--- src/rtl/ryuv_pkg.sv ---
// Package: shared types and constants for the RGB to YCbCr 4:2:0 converter.
package ryuv_pkg;

    localparam int MAX_DIMENSION = 4096;
    localparam int DIM_W         = $clog2(MAX_DIMENSION) + 1;   // register width
    localparam int CNT_W         = $clog2(MAX_DIMENSION);       // position counter width

    // Configuration register indexes
    localparam logic [1:0] CFG_COLOR_ORDER  = 2'd0;
    localparam logic [1:0] CFG_FRAME_WIDTH  = 2'd1;
    localparam logic [1:0] CFG_FRAME_HEIGHT = 2'd2;

    // Byte order codes
    localparam logic [1:0] ORDER_BGR  = 2'd0;
    localparam logic [1:0] ORDER_XRGB = 2'd1;
    localparam logic [1:0] ORDER_RGB  = 2'd2;

    localparam logic [1:0]       RESET_COLOR_ORDER  = ORDER_BGR;
    localparam logic [DIM_W-1:0] RESET_FRAME_WIDTH  = DIM_W'(640);
    localparam logic [DIM_W-1:0] RESET_FRAME_HEIGHT = DIM_W'(480);

    localparam logic [7:0] LUMA_BIAS   = 8'd16;
    localparam logic [7:0] CHROMA_BIAS = 8'd128;

    typedef struct packed {
        logic [7:0] byte_zero;
        logic [7:0] byte_one;
        logic [7:0] byte_two;
        logic [7:0] byte_three;
    } t_pixel_in;

    typedef struct packed {
        logic [7:0] luma;
        logic       chroma_present;
        logic [7:0] blue_diff;
        logic [7:0] red_diff;
        logic       end_of_frame;
    } t_pixel_out;

endpackage

--- src/rtl/rgb_to_yuv420_subsample.sv ---
// Top level: BT.601 RGB to YCbCr converter with 4:2:0 chroma sampling.
//
// Input channel: i_in_valid / o_in_stall carry one raw pixel (four bytes) per
// transfer. Output channel: o_out_valid / i_out_stall carry one result per
// pixel: luma, and on even rows and columns of the even-sized frame area also
// Cb/Cr with chroma_present set; end_of_frame marks the last pixel.
// Configuration: i_cfg_we writes i_cfg_data into register i_cfg_index
// (0 byte order, 1 frame width, 2 frame height); write only while idle.
//
// Pipeline: an accepted pixel passes through two register stages (byte select
// and position flags, then the constant-coefficient sums) to the output.
// Throughput: one pixel per cycle while the receiver does not stall.
//
// Reset clears both stages, the raster position and restores the registers
// to byte order 0, 640 by 480. When the receiver stalls, the output holds
// and the stages behind it fill; o_in_stall rises once both stages are full.
module rgb_to_yuv420_subsample (
    input  logic                         i_clk,
    input  logic                         i_rst_n,
    input  logic                         i_in_valid,
    output logic                         o_in_stall,
    input  ryuv_pkg::t_pixel_in          i_pixel,
    output logic                         o_out_valid,
    input  logic                         i_out_stall,
    output ryuv_pkg::t_pixel_out         o_result,
    input  logic                         i_cfg_we,
    input  logic [1:0]                   i_cfg_index,
    input  logic [ryuv_pkg::DIM_W-1:0]   i_cfg_data
);

    localparam int DW = ryuv_pkg::DIM_W;
    localparam int CW = ryuv_pkg::CNT_W;

    // Configuration registers
    logic [1:0]    r_color_order;
    logic [DW-1:0] r_frame_width;
    logic [DW-1:0] r_frame_height;

    always_ff @(posedge i_clk) begin
        if (!i_rst_n) begin
            r_color_order  <= ryuv_pkg::RESET_COLOR_ORDER;
            r_frame_width  <= ryuv_pkg::RESET_FRAME_WIDTH;
            r_frame_height <= ryuv_pkg::RESET_FRAME_HEIGHT;
        end else if (i_cfg_we) begin
            unique case (i_cfg_index)
                ryuv_pkg::CFG_COLOR_ORDER:  r_color_order  <= i_cfg_data[1:0];
                ryuv_pkg::CFG_FRAME_WIDTH:  r_frame_width  <= i_cfg_data;
                ryuv_pkg::CFG_FRAME_HEIGHT: r_frame_height <= i_cfg_data;
                default: ;
            endcase
        end
    end

    // Clamp dimensions to 1..MAX_DIMENSION
    logic [DW-1:0] w_eff, h_eff, w_last, h_last;

    always_comb begin
        if (r_frame_width == '0)
            w_eff = DW'(1);
        else if (r_frame_width > DW'(ryuv_pkg::MAX_DIMENSION))
            w_eff = DW'(ryuv_pkg::MAX_DIMENSION);
        else
            w_eff = r_frame_width;
        if (r_frame_height == '0)
            h_eff = DW'(1);
        else if (r_frame_height > DW'(ryuv_pkg::MAX_DIMENSION))
            h_eff = DW'(ryuv_pkg::MAX_DIMENSION);
        else
            h_eff = r_frame_height;
        w_last = w_eff - DW'(1);
        h_last = h_eff - DW'(1);
    end

    // Handshake: a stage advances when it is empty or the one ahead moves
    logic r_s1_valid, r_out_valid;
    logic out_en, s1_en, in_xfer;

    assign out_en     = !r_out_valid || !i_out_stall;
    assign s1_en      = !r_s1_valid || out_en;
    assign o_in_stall = !s1_en;
    assign in_xfer    = i_in_valid && s1_en;

    // Raster position of the next pixel
    logic [CW-1:0] r_column, r_row;
    logic          row_end, frame_end, chroma;

    always_comb begin
        row_end   = {1'b0, r_column} >= w_last;
        frame_end = row_end && ({1'b0, r_row} >= h_last);
        chroma    = !r_column[0] && !r_row[0]
                    && ({1'b0, r_column} < {w_eff[DW-1:1], 1'b0})
                    && ({1'b0, r_row} < {h_eff[DW-1:1], 1'b0});
    end

    always_ff @(posedge i_clk) begin
        if (!i_rst_n) begin
            r_column <= '0;
            r_row    <= '0;
        end else if (in_xfer) begin
            if (frame_end) begin
                r_column <= '0;
                r_row    <= '0;
            end else if (row_end) begin
                r_column <= '0;
                r_row    <= r_row + CW'(1);
            end else begin
                r_column <= r_column + CW'(1);
            end
        end
    end

    // Stage 1: byte selection and position flags
    logic [7:0] n_red, n_green, n_blue;
    logic [7:0] r_red, r_green, r_blue;
    logic       r_s1_chroma, r_s1_eof;

    always_comb begin
        unique case (r_color_order)
            ryuv_pkg::ORDER_BGR: begin
                n_blue  = i_pixel.byte_zero;
                n_green = i_pixel.byte_one;
                n_red   = i_pixel.byte_two;
            end
            ryuv_pkg::ORDER_XRGB: begin
                n_red   = i_pixel.byte_one;
                n_green = i_pixel.byte_two;
                n_blue  = i_pixel.byte_three;
            end
            default: begin
                n_red   = i_pixel.byte_zero;
                n_green = i_pixel.byte_one;
                n_blue  = i_pixel.byte_two;
            end
        endcase
    end

    always_ff @(posedge i_clk) begin
        if (!i_rst_n)
            r_s1_valid <= 1'b0;
        else if (s1_en)
            r_s1_valid <= i_in_valid;
    end

    always_ff @(posedge i_clk) begin
        if (in_xfer) begin
            r_red       <= n_red;
            r_green     <= n_green;
            r_blue      <= n_blue;
            r_s1_chroma <= chroma;
            r_s1_eof    <= frame_end;
        end
    end

    // Stage 2: constant-coefficient sums, floor shift, bias
    logic signed [17:0] sr, sg, sb;
    logic signed [17:0] y_sum, cb_sum, cr_sum;
    logic [7:0]         y_val, cb_val, cr_val;
    ryuv_pkg::t_pixel_out n_result, r_result;

    always_comb begin
        sr = $signed({10'd0, r_red});
        sg = $signed({10'd0, r_green});
        sb = $signed({10'd0, r_blue});
        y_sum  = 18'sd66 * sr + 18'sd129 * sg + 18'sd25 * sb + 18'sd128;
        cb_sum = 18'sd112 * sb - 18'sd38 * sr - 18'sd74 * sg + 18'sd128;
        cr_sum = 18'sd112 * sr - 18'sd94 * sg - 18'sd18 * sb + 18'sd128;
        // arithmetic shift by 8 is floor division; keep the low byte
        y_val  = y_sum[15:8] + ryuv_pkg::LUMA_BIAS;
        cb_val = cb_sum[15:8] + ryuv_pkg::CHROMA_BIAS;
        cr_val = cr_sum[15:8] + ryuv_pkg::CHROMA_BIAS;
        n_result.luma           = y_val;
        n_result.chroma_present = r_s1_chroma;
        n_result.blue_diff      = r_s1_chroma ? cb_val : 8'd0;
        n_result.red_diff       = r_s1_chroma ? cr_val : 8'd0;
        n_result.end_of_frame   = r_s1_eof;
    end

    always_ff @(posedge i_clk) begin
        if (!i_rst_n)
            r_out_valid <= 1'b0;
        else if (out_en)
            r_out_valid <= r_s1_valid;
    end

    always_ff @(posedge i_clk) begin
        if (out_en && r_s1_valid)
            r_result <= n_result;
    end

    assign o_out_valid = r_out_valid;
    assign o_result    = r_result;

endmodule
--- config.mk ---
export PLATFORM = sky130hd
export DESIGN_NAME = rgb_to_yuv420_subsample
export DESIGN_NICKNAME = d
export VERILOG_FILES = /design/src/rtl/ryuv_pkg.sv /design/src/rtl/rgb_to_yuv420_subsample.sv
export SDC_FILE = /design/constraint.sdc
export NUM_CORES = 1
export LEC_CHECK = 0
export BUFFER_PORTS_ARGS = -buffer_cell sky130_fd_sc_hd__clkbuf_2
export CAP_MARGIN = 30
export CORE_MARGIN = 3
export CORE_UTILIZATION = 53
export DETAILED_ROUTE_END_ITERATION = 10
export PLACE_DENSITY = 0.71
export SYNTH_ARGS = -nofsm -noshare
export SYNTH_HDL_FRONTEND = slang
export SYNTH_SLANG_ARGS = --single-unit
--- constraint.sdc ---
create_clock -name i_clk -period 7.2 [get_ports i_clk]
set_input_delay 1.08 -clock i_clk [delete_from_list [all_inputs] [get_ports i_clk]]
set_output_delay 1.08 -clock i_clk [all_outputs]
set_load 0.03 [all_outputs]
* Word-level counts from Yosys, hierarchy flattened
Index checks and enable logic that the tools add are counted.
** Operators by class
- $add $sub $neg :: 16
- Multiply operators :: 9
- Div/mod/pow operators :: 0
- Magnitude comparators :: 6
- Equality and inequality tests :: 3
- Shifts and indexed selects :: 0
- Mux-type cells :: 11
- Bitwise operators :: 0
- Reductions and logical operators :: 23
** Operators by type and width (number)
- $mux W13 :: 4
- $add A16 B9 Y16 const B :: 3
- $mux W12 :: 4
- $mul A6 B8 Y14 const A :: 3
- $pmux W8 S2 :: 2
- $ge A12 B13 Y1 :: 2
- $gt A13 B13 Y1 const B :: 2
- $logic_not A13 Y1 :: 2
- $lt A12 B13 Y1 :: 2
- $mul A5 B8 Y13 const A :: 2
- $sub A13 B1 Y13 const B :: 2
- $add A12 B1 Y12 const B :: 2
- $mul A3 B8 Y11 const A :: 2
- $add A15 B16 Y16 :: 1
- $add A16 B13 Y16 :: 1
- $add A8 B8 Y8 const B :: 2
- $mul A8 B8 Y16 const A :: 1
- $sub A15 B14 Y16 :: 1
- $sub A15 B15 Y16 :: 1
- $sub A16 B14 Y16 :: 1
- $sub A16 B16 Y16 :: 1
- $mul A4 B8 Y12 const A :: 1
- $add A8 B5 Y8 const B :: 1
- $mux W8 :: 1
- other kinds (8) :: 24
** Word-level totals
- Flip-flop bits (word level) :: 106
- Bits in latches :: 0
- Memory bits (writable) :: 0
- Bits in read-only memories :: 0
- Output and inout port bits :: 28
- Word-level logic and storage cells :: 85
- Memories kept :: 0

* Longest topological paths before layout
- Depth after elaboration :: 8
- Mapped depth :: 24

* Worst setup path after synthesis
No wires, ideal clock.
- Path type :: register -> register
- Start :: register r_red[7]
- End :: register r_result, in the netlist o_result[24] (data pin)
- Setup time :: 0.264 ns
- Arrival :: 5.590 ns
- Path slack :: 1.347 ns
- Cell stages (with the launch flop) :: 23
- Clock period less this slack :: 5.853 ns
- Cell sequence :: edfxtp_1 -> ha_1 -> ha_1 -> ha_1 -> fa_1 -> xor2_1 -> ha_1 -> inv_1 -> fa_1 -> inv_1 -> fa_1 -> fa_1 -> ha_1 -> ha_1 -> nor3_1 -> inv_1 -> a211o_1 -> a31oi_1 -> o21bai_1 -> xor2_1 -> ha_1 -> xor2_1 -> xnor2_1
** RTL lines
- from (decl) :: line rgb_to_yuv420_subsample.sv:114 : logic [7:0] r_red, r_green, r_blue;
- from (signal assigned) :: line rgb_to_yuv420_subsample.sv:146 : r_red <= n_red;
- to (signal assigned) :: line rgb_to_yuv420_subsample.sv:187 : r_result <= n_result;
- to (decl) :: line rgb_to_yuv420_subsample.sv:158 : ryuv_pkg::t_pixel_out n_result, r_result;

* Worst setup path in the final report
- Start :: register r_green[3]
- End :: register r_result, in the netlist o_result[7] (data pin)
** Between the ends
- Cells in the longest elaborated chain, start to end :: 5
** RTL lines
- from (decl) :: line rgb_to_yuv420_subsample.sv:114
- from (signal assigned) :: line rgb_to_yuv420_subsample.sv:147 : r_green <= n_green;
- $mul A6 B8 Y14 :: line rgb_to_yuv420_subsample.sv:166 : cr_sum = 18'sd112 * sr - 18'sd94 * sg - 18'sd18 * sb + 18'sd128;
- $sub A15 B15 Y16 :: line rgb_to_yuv420_subsample.sv:166
- $sub A16 B14 Y16 :: line rgb_to_yuv420_subsample.sv:166
- $add A16 B9 Y16 :: line rgb_to_yuv420_subsample.sv:166
- $add A8 B8 Y8 :: line rgb_to_yuv420_subsample.sv:170 : cr_val = cr_sum[15:8] + ryuv_pkg::CHROMA_BIAS;
Every way passes these cells.
A chain may end at the register's enable or synchronous reset.

==> impl_results.md <==
- Post-route DRC: 0
- CTS root buf: clkbuf_16
- Post-synthesis compound-gate area fraction: 0.1221
- Maxcap violations: 0
- M3 GR Usage: 0.03204
- Boundary Pins: 80
- R2r setup slk: between 1 and 1.5 ns
- Port buffer count: 79
- Worst VDD drop: roughly 0.00036 V
- Final Critical Period: around 6.2 ns
- Fmax: about 160 MHz
- Met2 Use GR: 0.4247
- First-pass GRT wire length: between 40000 and 50000 um
- CP Data Arrival Time: 6.28 ns
- Setup Skew: just under 0.009 ns
- Core Rows: 56
- First-pass DRT Iterations: 5
- Total GRT Usage: 0.2307
- CP Cell Sequence: inv_1 > fa_1 > inv_1 > ha_1 > fa_1 > inv_1 > fa_1 > nor2b_1 > o21ai_0 > a21boi_0 > o21ai_0 > a21oi_1 > nor2_1 > xnor2_1 > fa_1 > inv_1 > ha_1 > ha_1 > a21o_1 > a41oi_1 > o21bai_1 > xor2_1 > and2_1
- Pleak: around 7 nW
- DR vias: slightly below 10000
- Mapped Avg Cell Area: between 9 and 10 um^2
- Total wire length: between 20000 and 30000 um
- Simple-gate share of the synthesized area: 0.1243
- RR Startpoint: r_green[3]
- Max_slew headroom: 0.3497
- Final Non-Filler Cells: between 1500 and 2000
- Multi-input gate area: 0.009450 mm^2
- Top cell type by total area after synthesis: ha_1
- Avg WL per Cell: approximately 16 um
- Iter 0 DRT Violations: just under 400
- Inserted Clock Buffers: 9
- Netlist Area Pre-Place: 0.01298 mm^2
- Clk_lat worst skew: 0.37 ns
- XOR/XNOR share of the synthesized area: 0.06277
- Mapped Cells: between 1000 and 1500
- Distinct cells, synth: 70
- Final-report setup violation count: 0
- Status: complete, no violations
- TritonCTS clock tree: built
- Ratio of cells with drive above 1 in the final layout: 0.08464
- CP Launch Point: r_green[3]
- Largest family of logic cells by synthesized area: adder cells
- RSZ-0062 raised after global routing: no
- Final-report max-slew violation count: 0
- FF-to-FF End: o_result[7]
- Number of gates resized after CTS: 0
- EDFF count, synth: between 50 and 60
- # placed instances: roughly 1800
- Core Area: between 0.02 and 0.025 mm^2
- Critical path data required time: roughly 7.3 ns
- Worst r2r path cells: 23
- Area share of the largest cell type after synthesis: 0.2632
- ANT cells: 0
- Critical path capture point: o_result[7]
- CP Max Fanout: 6
- Clock Path Buffers: 2
- Sequential share of the synthesized area: 0.2036
- CP Launch Type: flop
- Crit. End Element: flop
- CP max-delay cell: fa_1
- Final net count: ~1900
- DRT antenna net count: 0
- Crit path depth: 23
- GRT Residual Overflow: 0
- Buf+Inv Stages, Crit Path: 4
- CTS Sinks: about 110
- Most frequent cells in the layout: ha_1 (273), inv_1 (214), nand2_1 (121)
- Most common library cell in the layout ignoring fill and taps: ha_1
- Synth Flop Type: dfxtp_1
- CP max stage delay: roughly 0.57 ns
- Clk slew on worst S/H paths: roughly 0.090 ns
- Die Wd: 162.5 um
- Vias in the first global route: ~10000
- Initial core utilization: 0.5463
- Postcts setup bufs: 0
- Area delta synth->final: 8.360%
- GRT Max-Usage Layer: met2
- DIE HEIGHT: 162.5 um
- CP top delay family: adder cells
- Via density per instance: around 5.4
- Syn_nets: approximately 1800
- Largest net degree at the start of global routing: 36
- Filler Cell Count: around 2100
- Max H-tree Level: 3
- Initial antenna violation count: 0
- Worst min path class: flop to flop
- Worst-margin pin slew: 0.9741 ns
- HPWL after DPL: approximately 24000 um
- YS warnings: 0
- DIE AREA: between 0.02 and 0.03 mm^2
- Final critical-path share of the clock period: 0.8559
- Hold buffer count at cts: 0
- Synth async-reset ratio: 0
- Hold Violations, Final: 0
- CP Class: flop to flop
- Mux share of post-synthesis cell area: 0.02083
- Total power: ~5.9 mW
- Power density cells: ~420 mW/mm^2
- Number of synthesized register bits: roughly 110
- GR Util met1: 0.2775
- Setup_tns: 0 ns
- Routability cong.: between 0.9 and 1
- Register Area: ~0.0026 mm^2
- Synth area leaders: ha_1 (26%), fa_1 (13%), edfxtp_1 (12%)
- Post-Synth Adder-Cell Area: 0.3975
[logic make-up (layout without fill, tap and decap cells)]
| group | Yosys count | after routing |
|---|---|---|
| AOI/OAI and AO/OA | 246 | 246 |
| xor gates and xnor gates | 93 | 93 |
| adders and majority gates | 360 | 360 |
| buffers and inverters | 238 | 314 |
| DFF | 106 | 106 |
| muxes | 26 | 26 |
| and+or+nand+nor | 320 | 320 |
[worst min path at each step]
stage | start | to | depth (start not counted)
after floorplan | r_s1_eof | o_result[0] | 0
after global placement | r_s1_eof | o_result[0] | 0
after detailed placement | r_s1_eof | o_result[0] | 0
after CTS | r_s1_eof | o_result[0] | 0
after global routing | r_s1_eof | o_result[0] | 0
final | r_s1_eof | o_result[0] | 0
[state kept, by name (all words and copies together), names as in the netlist]
signal and count:
r_blue 8, r_red 8, r_green 8, r_row 12, r_frame_width 13, r_s1_valid 1, o_out_valid 1, r_frame_height 13
r_color_order 2, r_column 12, r_s1_eof 1, o_result 26, r_s1_chroma 1
[per-stage QoR]
stage / instance area, um^2 / util / hold slack, ns / setup WS (ns)
after floorplan: 12980 / - / 0.4003 / 1.347
after global placement: 13710 / 0.5772 / 0.4352 / 1.081
after detailed placement: 13730 / 0.5780 / 0.4227 / 1.039
after CTS: 14030 / 0.5908 / 0.4784 / 1.010
after global routing: 14060 / 0.5920 / 0.4812 / 0.6453
final: 14060 / 0.5920 / 0.4609 / 1.038
[layout make-up]
class                           instances  share of cell area
Timing Repair Buffer                   83             0.03257
Sequential cell                       106              0.1879
Inverter                              215             0.05739
Clock buffer                            9             0.01602
Clock inverter                          7            0.005606
Multi-Input combinational cell       1045              0.6721
Tap cell                              319             0.02839
[per-layer routing]
metal  share of wire  vias to the layer above
met3           0.032                       45
met4           0.027                        0
met5               0                        -
met1            0.43                     4569
li1                -                     4873
met2            0.51                      162
[power by group]
part | switching (mW) | internal [mW]
registers | 0.0742 | 0.916
logic | 2.39 | 2.03
clock network | 0.275 | 0.250
[cells in the mapped netlist (26+ instances only)]
library cell	instances
nor2_1	63
a21boi_0	26
dfxtp_1	54
edfxtp_1	52
xor2_1	43
ha_1	273
nand2_1	121
inv_1	214
xnor2_1	50
a21oi_1	75
a21o_1	28
o21ai_0	47
fa_1	87
No activity file was read; power rests on OpenSTA's default activity.
